$ cat src/sv/brs_pkg.sv
// shared types and constants for the bitstream run statistics block
// no dependencies; imported by every module of the block
`timescale 1ns / 1ps
`default_nettype none

package brs_pkg;

	localparam int BYTE_W   = 8;
	localparam int BYTES_W  = 61;
	localparam int COUNT_W  = 64;
	localparam int SMALL_W  = 4;
	localparam int INNER_W  = 3;
	localparam int RESULT_W = BYTES_W + 7 * COUNT_W + 3;

	localparam logic [SMALL_W-1:0] BITS_PER_BYTE = SMALL_W'(BYTE_W);

	// summary of one byte, bits read msb first
	typedef struct packed {
		logic               msb;
		logic               lsb;
		logic [SMALL_W-1:0] ones;
		logic [SMALL_W-1:0] zeros;
		logic [INNER_W-1:0] inner_trans;
		logic [INNER_W-1:0] inner_pairs;
		logic [SMALL_W-1:0] lead_run;
		logic [SMALL_W-1:0] tail_run;
		logic [SMALL_W-1:0] max_run;
	} byte_scan_t;

	// running statistics as reported
	typedef struct packed {
		logic [BYTES_W-1:0] bytes;
		logic [COUNT_W-1:0] ones;
		logic [COUNT_W-1:0] zeros;
		logic [COUNT_W-1:0] trans;
		logic [COUNT_W-1:0] runs;
		logic [COUNT_W-1:0] best;
		logic [COUNT_W-1:0] now;
		logic [COUNT_W-1:0] pairs;
		logic               first;
		logic               last;
	} stats_t;

endpackage

`default_nettype wire

$ cat src/sv/bitstream_run_statistics.sv
// bitstream run statistics: one byte in, one counter snapshot out per transfer
// each byte passes the input register, then the result register; it waits in the
// input register while the result register is full and m_tready is low
// throughput: one byte per cycle with m_tready high; counter update in a single pass
// stalls: s_tready drops only while both registers are full and m_tready is low
// reset: arst_n clears all counters, run lengths, first/last bit and both valid flags
// a byte arriving when the byte count is full is dropped and reported with overflow set
// depends on brs_pkg, brs_byte_scan, brs_accum
`timescale 1ns / 1ps
`default_nettype none

module bitstream_run_statistics (
	input  wire logic                          clk,
	input  wire logic                          arst_n,
	// input stream
	input  wire logic                          s_tvalid,
	output logic                               s_tready,
	input  wire logic [brs_pkg::BYTE_W-1:0]    s_tdata,  // data_byte
	// result stream
	output logic                               m_tvalid,
	input  wire logic                          m_tready,
	// from bit 0 up: byte_count, one_count, zero_count, transition_count,
	// run_count, best_run, current_run, adjacent_ones_pairs, first_bit,
	// last_bit, overflow
	output logic [brs_pkg::RESULT_W-1:0]       m_tdata
);
	import brs_pkg::*;

	// input register stage
	logic              valid_s1;
	logic [BYTE_W-1:0] byte_s1;

	// result register
	logic              m_valid_q;
	stats_t            result_q;
	logic              overflow_q;

	// stage hand-off: s1 moves on whenever the result register is free or drains
	logic       advance;
	logic       commit;
	byte_scan_t scan;
	stats_t     stats_nxt;
	logic       drop;

	assign advance  = !m_valid_q || m_tready;
	assign commit   = valid_s1 && advance;
	assign s_tready = !valid_s1 || advance;

	always_ff @(posedge clk or negedge arst_n) begin
		if (!arst_n) begin
			valid_s1 <= 1'b0;
		end else if (s_tvalid && s_tready) begin
			valid_s1 <= 1'b1;
		end else if (advance) begin
			valid_s1 <= 1'b0;
		end
	end

	// payload register, no reset needed
	always_ff @(posedge clk) begin
		if (s_tvalid && s_tready) begin
			byte_s1 <= s_tdata;
		end
	end

	// bit summary of the byte in s1
	brs_byte_scan u_scan (
		.data (byte_s1),
		.scan (scan)
	);

	// running counters, updated on commit unless the byte count is full
	brs_accum u_accum (
		.clk       (clk),
		.arst_n    (arst_n),
		.commit    (commit),
		.scan      (scan),
		.stats_nxt (stats_nxt),
		.drop      (drop)
	);

	always_ff @(posedge clk or negedge arst_n) begin
		if (!arst_n) begin
			m_valid_q <= 1'b0;
		end else if (advance) begin
			m_valid_q <= valid_s1;
		end
	end

	// snapshot of the updated counters for the result transfer
	always_ff @(posedge clk) begin
		if (commit) begin
			result_q   <= stats_nxt;
			overflow_q <= drop;
		end
	end

	assign m_tvalid = m_valid_q;
	assign m_tdata  = {overflow_q,
	                   result_q.last,
	                   result_q.first,
	                   result_q.pairs,
	                   result_q.now,
	                   result_q.best,
	                   result_q.runs,
	                   result_q.trans,
	                   result_q.zeros,
	                   result_q.ones,
	                   result_q.bytes};

endmodule

`default_nettype wire

$ cat src/sv/brs_byte_scan.sv
// per-byte bit summary: popcount, inner transitions and pairs, run lengths
// depends on brs_pkg
`timescale 1ns / 1ps
`default_nettype none

module brs_byte_scan (
	input  wire logic [brs_pkg::BYTE_W-1:0] data,
	output brs_pkg::byte_scan_t             scan
);
	import brs_pkg::*;

	always_comb begin
		logic [SMALL_W-1:0] ones;
		logic [INNER_W-1:0] trans;
		logic [INNER_W-1:0] pairs;
		logic [SMALL_W-1:0] lead;
		logic [SMALL_W-1:0] tail;
		logic [SMALL_W-1:0] cur;
		logic [SMALL_W-1:0] mx;
		logic               lead_on;
		logic               tail_on;

		ones    = '0;
		trans   = '0;
		pairs   = '0;
		lead    = SMALL_W'(1);
		tail    = SMALL_W'(1);
		cur     = SMALL_W'(1);
		mx      = SMALL_W'(1);
		lead_on = 1'b1;
		tail_on = 1'b1;

		for (int i = 0; i < BYTE_W; i++) begin
			ones = ones + SMALL_W'(data[i]);
		end

		for (int i = 0; i < BYTE_W - 1; i++) begin
			trans = trans + INNER_W'(data[i+1] ^ data[i]);
			pairs = pairs + INNER_W'(data[i+1] & data[i]);
		end

		// leading run from the msb, trailing run from the lsb
		for (int i = BYTE_W - 2; i >= 0; i--) begin
			if (lead_on && (data[i] == data[BYTE_W-1])) begin
				lead = lead + SMALL_W'(1);
			end else begin
				lead_on = 1'b0;
			end
		end
		for (int i = 1; i < BYTE_W; i++) begin
			if (tail_on && (data[i] == data[0])) begin
				tail = tail + SMALL_W'(1);
			end else begin
				tail_on = 1'b0;
			end
		end

		// longest run inside the byte
		for (int i = BYTE_W - 2; i >= 0; i--) begin
			if (data[i] == data[i+1]) begin
				cur = cur + SMALL_W'(1);
			end else begin
				cur = SMALL_W'(1);
			end
			if (cur > mx) begin
				mx = cur;
			end
		end

		scan.msb         = data[BYTE_W-1];
		scan.lsb         = data[0];
		scan.ones        = ones;
		scan.zeros       = BITS_PER_BYTE - ones;
		scan.inner_trans = trans;
		scan.inner_pairs = pairs;
		scan.lead_run    = lead;
		scan.tail_run    = tail;
		scan.max_run     = mx;
	end

endmodule

`default_nettype wire

$ cat src/sv/brs_accum.sv
// running counters of the stream, updated by one byte summary per commit
// depends on brs_pkg; fed by brs_byte_scan
`timescale 1ns / 1ps
`default_nettype none

module brs_accum (
	input  wire logic                clk,
	input  wire logic                arst_n,
	input  wire logic                commit,
	input  wire brs_pkg::byte_scan_t scan,
	output brs_pkg::stats_t          stats_nxt,
	output logic                     drop
);
	import brs_pkg::*;

	stats_t             stats_q;
	logic               have_q;
	logic               edge_trans;
	logic               edge_pair;
	logic               cont;
	logic [COUNT_W-1:0] lead_total;
	logic [COUNT_W-1:0] best_a;
	logic [COUNT_W-1:0] run_inc;

	assign drop = (stats_q.bytes == {BYTES_W{1'b1}});

	assign edge_trans = have_q & (stats_q.last ^ scan.msb);
	assign edge_pair  = have_q & stats_q.last & scan.msb;
	assign cont       = have_q & ~(stats_q.last ^ scan.msb);

	// run reaching into this byte from the msb side
	assign lead_total = cont ? stats_q.now + COUNT_W'(scan.lead_run)
	                         : COUNT_W'(scan.lead_run);
	assign best_a     = (lead_total > stats_q.best) ? lead_total : stats_q.best;

	// new runs: each inner transition, plus boundary change or stream start
	assign run_inc = COUNT_W'(scan.inner_trans) + COUNT_W'(have_q ? edge_trans : 1'b1);

	always_comb begin
		stats_nxt = stats_q;
		if (!drop) begin
			stats_nxt.bytes = stats_q.bytes + BYTES_W'(1);
			stats_nxt.ones  = stats_q.ones + COUNT_W'(scan.ones);
			stats_nxt.zeros = stats_q.zeros + COUNT_W'(scan.zeros);
			stats_nxt.trans = stats_q.trans + COUNT_W'(scan.inner_trans)
			                  + COUNT_W'(edge_trans);
			stats_nxt.runs  = stats_q.runs + run_inc;
			stats_nxt.pairs = stats_q.pairs + COUNT_W'(scan.inner_pairs)
			                  + COUNT_W'(edge_pair);
			stats_nxt.now   = (scan.lead_run == BITS_PER_BYTE) ? lead_total
			                                                    : COUNT_W'(scan.tail_run);
			stats_nxt.best  = (COUNT_W'(scan.max_run) > best_a) ? COUNT_W'(scan.max_run)
			                                                    : best_a;
			stats_nxt.first = have_q ? stats_q.first : scan.msb;
			stats_nxt.last  = scan.lsb;
		end
	end

	always_ff @(posedge clk or negedge arst_n) begin
		if (!arst_n) begin
			stats_q <= '0;
			have_q  <= 1'b0;
		end else if (commit && !drop) begin
			stats_q <= stats_nxt;
			have_q  <= 1'b1;
		end
	end

endmodule

`default_nettype wire

$ cat config.mk
export PLATFORM = sky130hd
export DESIGN_NAME = bitstream_run_statistics
export DESIGN_NICKNAME = d
export VERILOG_FILES = /design/src/sv/brs_pkg.sv /design/src/sv/bitstream_run_statistics.sv /design/src/sv/brs_byte_scan.sv /design/src/sv/brs_accum.sv
export SDC_FILE = /design/constraint.sdc
export NUM_CORES = 2
export LEC_CHECK = 0
export ABC_CLOCK_PERIOD_IN_PS = 39300
export BUFFER_PORTS_ARGS = -buffer_cell sky130_fd_sc_hd__buf_2
export CAP_MARGIN = 20
export CORE_MARGIN = 4
export CORE_UTILIZATION = 48
export CTS_CLUSTER_DIAMETER = 60
export CTS_CLUSTER_SIZE = 30
export DETAILED_ROUTE_END_ITERATION = 10
export GPL_ROUTABILITY_DRIVEN = 0
export GPL_TIMING_DRIVEN = 1
export PLACE_DENSITY_LB_ADDON = 0.25
export SETUP_SLACK_MARGIN = 0.2
export SYNTH_ARGS = -nofsm -noshare
export SYNTH_HDL_FRONTEND = slang
export SYNTH_SLANG_ARGS = --single-unit
export TNS_END_PERCENT = 30
$ cat constraint.sdc
create_clock -name clk -period 39.3 [get_ports clk]
set_input_delay 5.895 -clock clk [delete_from_list [all_inputs] [get_ports clk]]
set_output_delay 5.895 -clock clk [all_outputs]
set_load 0.01 [all_outputs]
Word-level counts from Yosys, hierarchy flattened
Cells that the tools add are included.
- multiplexer cells: 48
- equal/unequal tests: 22
- bitwise operators: 20
- add/subtract/negate cells: 47
- reductions and logical operators: 21
- order comparisons: 9
- operator list (kind ; number):
    $mux W511 ; 1
    $mux W64 ; 4
    $add A64 B4 Y64 ; 3
    $add A64 B1 Y64 ; 2
    $add A64 B3 Y64 ; 2
    $mux W4 ; 25
    $add A3 B64 Y64 ; 1
    $add A4 B1 Y4 const B ; 16
    $add A64 B64 Y64 ; 1
    $gt A4 B64 Y1 ; 1
    $gt A64 B64 Y1 ; 1
    $add A61 B1 Y61 const B ; 1
    $eq A61 B61 Y1 const B ; 1
    $add A3 B3 Y3 ; 12
    $add A4 B1 Y4 ; 6
    $gt A4 B4 Y1 ; 6
    $eq A1 B1 Y1 ; 20
    $mux W1 ; 16
    $logic_and A1 B1 Y1 ; 15
    $and A1 B1 Y1 ; 11
    $xor A1 B1 Y1 ; 8
    $eq A4 B4 Y1 const B ; 1
    $gt A4 B1 Y1 const B ; 1
    $mux W2 ; 2
    other kinds (7) ; 10
- bits in registers: 1034
- output and inout bits: 514
- word-level logic and storage cells: 192
- input bits: 12

Longest topological paths before layout
- depth after elaboration: 21
- depth in mapped cells: 50

Hierarchy
Synthesis repeated with hierarchy kept, for this count alone.
- cells, all modules: 4667
- area total of the unflattened synthesis: 50840.0 um^2
- modules (own cells, without submodules) (module ; instances ; area each (um^2) ; cells an instance):
    brs_accum ; 1 ; 33289.4 ; 3895
    bitstream_run_statistics ; 1 ; 15726.3 ; 529
    brs_byte_scan ; 1 ; 1824.2 ; 243

Worst setup path after synthesis
No wires, ideal clock.
- path kind: input -> register
- start: input m_tready
- end: register u_accum.stats_q[101] in the netlist's numbering
- path buffers: 1
- arrival time: 20927 ps
- library setup time: 717 ps
- required time: 38583 ps
- stages on the path: 5
- path slack: 17656 ps
- path through: nand2b_1 > nand2_1 > clkinv_1 > clkbuf_1 > a31oi_1
- longest elaborated chain between the ends: 3
- ends and longest elaborated chain (item ; RTL line ; text):
    start: declaration ; bitstream_run_statistics.sv:21 ; input wire logic m_tready,
    $logic_or A1 B1 Y1 ; bitstream_run_statistics.sv:45 ; assign advance = !m_valid_q || m_tready;
    $logic_and A1 B1 Y1 ; bitstream_run_statistics.sv:46 ; assign commit = valid_s1 && advance;
    named net commit ; bitstream_run_statistics.sv:40 ; logic commit;
    $logic_and A1 B1 Y1 ; brs_accum.sv:63 ; end else if (commit && !drop) begin
    end signal: assignment ; brs_accum.sv:64 ; stats_q <= stats_nxt;
    end: declaration ; brs_accum.sv:16 ; stats_t stats_q;
The timed path passes the listed nets, and every way through them passes these cells.
A chain may end at the register's enable or synchronous reset.

Worst setup path after layout
- start: input m_tready
- end: output s_tready
- longest elaborated chain between the ends: 2
- ends and longest elaborated chain (item ; RTL line ; text):
    $logic_or A1 B1 Y1 ; bitstream_run_statistics.sv:45 ;
    $logic_or A1 B1 Y1 ; bitstream_run_statistics.sv:47 ; assign s_tready = !valid_s1 || advance;
    end: declaration ; bitstream_run_statistics.sv:17 ; output logic s_tready,
Every way passes these cells.

==> results.toml <==
[status]
status = "completed"

[cells_and_area]
area_growth_pct = 14.1
antenna_cells = 0
fin_nets = 5343
drive_gt1_frac = 0.154
seq_area_um2 = 28500
post-route-util = 0.551
multiInputGateArea_um2 = 20800
fillers = 9058

[yosys]
synth_largest_area_cell = "edfxtp_1"
ys_ff_latch = 1034
synth_edf_count = 520
yosysTopAreaCellShare = 0.307
synth-main-ff-cell = "edfxtp_1"
yosys_warnings = 0
synth_top_cells_by_area = "edfxtp_1 31%, dfrtp_1 25%, xnor2_1 7.5%"
synth_area_per_cell_um2 = 10.7
ys_seq_area_frac = 0.560
synthArstFlopShare = 0.497
netlist_area_um2 = 50900
yosys.cell_types.count = 75
syn_inst = 4745

[placement]
portBuffers = 525
dp_hpwl_um = 94100

[worst_setup_path]
setup.worst_path.class = "input port to output pin"
crit_fanout = 3
cp_slowest_cell = "nand3b_1"
worstPathRequired_ps = 33400
path_common_cell = "buf_2"
crit_chain = "buf_2 > nand3b_1 > buf_2"
max_stage_delay_ps = 170
startpoint_type = "input port"
cp.arrival_ps = 6320
endpoint_kind = "output pin"
r2r_cells = 40

[die]
dieWidth_um = 334
die_h_um = 334
rows = 119
initial_core_util = 0.483
core_area_um2 = 105000
dieArea_um2 = 111000
ios = 526

[pwr]
leakagePower_nw = 25.3
peakVddDrop_uv = 48.1
p_per_area_nw_per_um2 = 49.6
finalPower_w = 0.00288

[cts]
clockRootBuffer = "clkbuf_16"
cts_buffers = 91
cts_sinks = 1034
cts-htree-levels = 3
clk_transition_reported_paths_ps = 70
clock_latency_ps = 690
cts_setup_buffers = 0
cts_hold_buffers = 0
clock_path_buffers = 3
cts_tree = "built"
ctsResizeCount = 0

[run]
drv_cap = 0

[detailed_routing]
wl_per_cell_um = 19.9
drt-vias-per-instance = 5.43
drt_iter0_drc = 3235
wl_um = 133000
vias = 36200
drc = 0
dr.pass1.iters = 6
ant_nets = 0

[sta]
fin_crit_ps = 12220
setup_viol = 0
skew_ps = 38.8
slew_headroom = 0.276
fin_crit_sh = 0.311
hold_viol_final = 0
rsz0062_at_grt = "false"
max_slew.worst_pin.slew_ps = 1080
tns_ps = 0
fmax_mhz = 81.8
drv_slew = 0

[hold_path]
min_path_cells = 1
hold_class = "register to register"

[grt]
overflow = 0
grt.total_usage = 0.234
grt_pass1_wl_um = 205000
grt_max_degree = 150
antenna_found_initial = 2
grt_pass1_vias = 35000
## logic make-up after synthesis
kind of cell               synth area share
adders and majority gates            0.0371
xor gates and xnor gates              0.132
other                              0.000148
AOI/OAI and AO/OA                    0.0523
and+or+nand+nor                       0.173
buffers and inverters                0.0317
DFF                                   0.560
muxes                                0.0138
## synthesized netlist by cell type (80+ instances only)
cell	n
and3_1	80
nor3_1	108
inv_1	203
xnor2_1	436
xor2_1	332
nand2_1	685
nand3_1	233
nand4_1	144
nor2_1	405
o21ai_0	202
dfrtp_1	514
ha_1	119
clkbuf_1	180
edfxtp_1	520
## power breakdown
group	total (W)	switching (W)	internal [W]
sequential	0.00132	0.0000657	0.00125
combinational	0.000603	0.000393	0.000209
clock	0.000959	0.000470	0.000489
total	0.00288	0.000929	0.00195
## metrics by stage
step	cells	setup WS (ps)	hold WS [ps]	instance area (um2)
after floorplan	4748	17660	457	50900
after global placement	6489	27090	475	54800
after detailed placement	6489	27090	480	54800
after CTS	6659	27080	489	58000
after global routing	6660	27020	499	58100
final	6660	27080	478	58100
## cells in the final DEF (no fill, tap or decap), types with 16 or more instances in the layout
cell type	count
mux2i_1	16
or3_1	27
o21ai_0	202
a31oi_1	24
ha_1	119
mux2_2	47
nor3_1	107
nor2b_1	20
dfrtp_1	514
and2_1	24
nand2b_1	33
buf_4	37
and4_1	19
inv_1	203
fa_1	20
nand2_1	682
nand3_1	233
a21o_1	20
a21oi_1	62
xnor2_1	436
nor4_1	49
buf_2	524
nor2_1	403
nand4_1	144
xor2_1	332
o31ai_1	57
clkinv_8	16
edfxtp_1	520
clkbuf_16	91
and3_1	79
## sequential cells by signal, summed over array words and instances (netlist names)
name,count
m_tvalid,1
byte_s1,8
valid_s1,1
u_accum.have_q,1
overflow_q,1
u_accum.stats_q,511
m_tdata,511
## cell type report
cell class,instances,area share
clock buffers,98,0.0402
repair buffers,565,0.0514
multi-input cells,3295,0.359
clock inverters,72,0.0156
inverters,205,0.0134
well taps,1391,0.0300
flip-flops and latches,1034,0.491
## routing by layer
metal,GRT usage,routed length (um),part of all wire
met1,0.322,56900,0.43
met5,0,13,0.000098
met4,0.0793,4310,0.032
met2,0.377,62200,0.47
met3,0.0406,9190,0.069
## final timing paths
path                             from                   end  slack [ps]
max                          m_tready              s_tready       27080
min                          valid_s1              m_tvalid         480
max reg2reg                byte_s1[5]          m_tdata[320]       28460
min reg2reg                  valid_s1              m_tvalid         480
max in group asynchronous      arst_n  u_accum.stats_q[379]       31600
min in group asynchronous      arst_n  u_accum.stats_q[148]        5240
## worst max-delay path: cells and delay by family
kind	cells	cell delay [ps]
buffers and inverters	2	260
AND/OR/NAND/NOR	1	170
No activity file was read; power rests on OpenSTA's default activity.
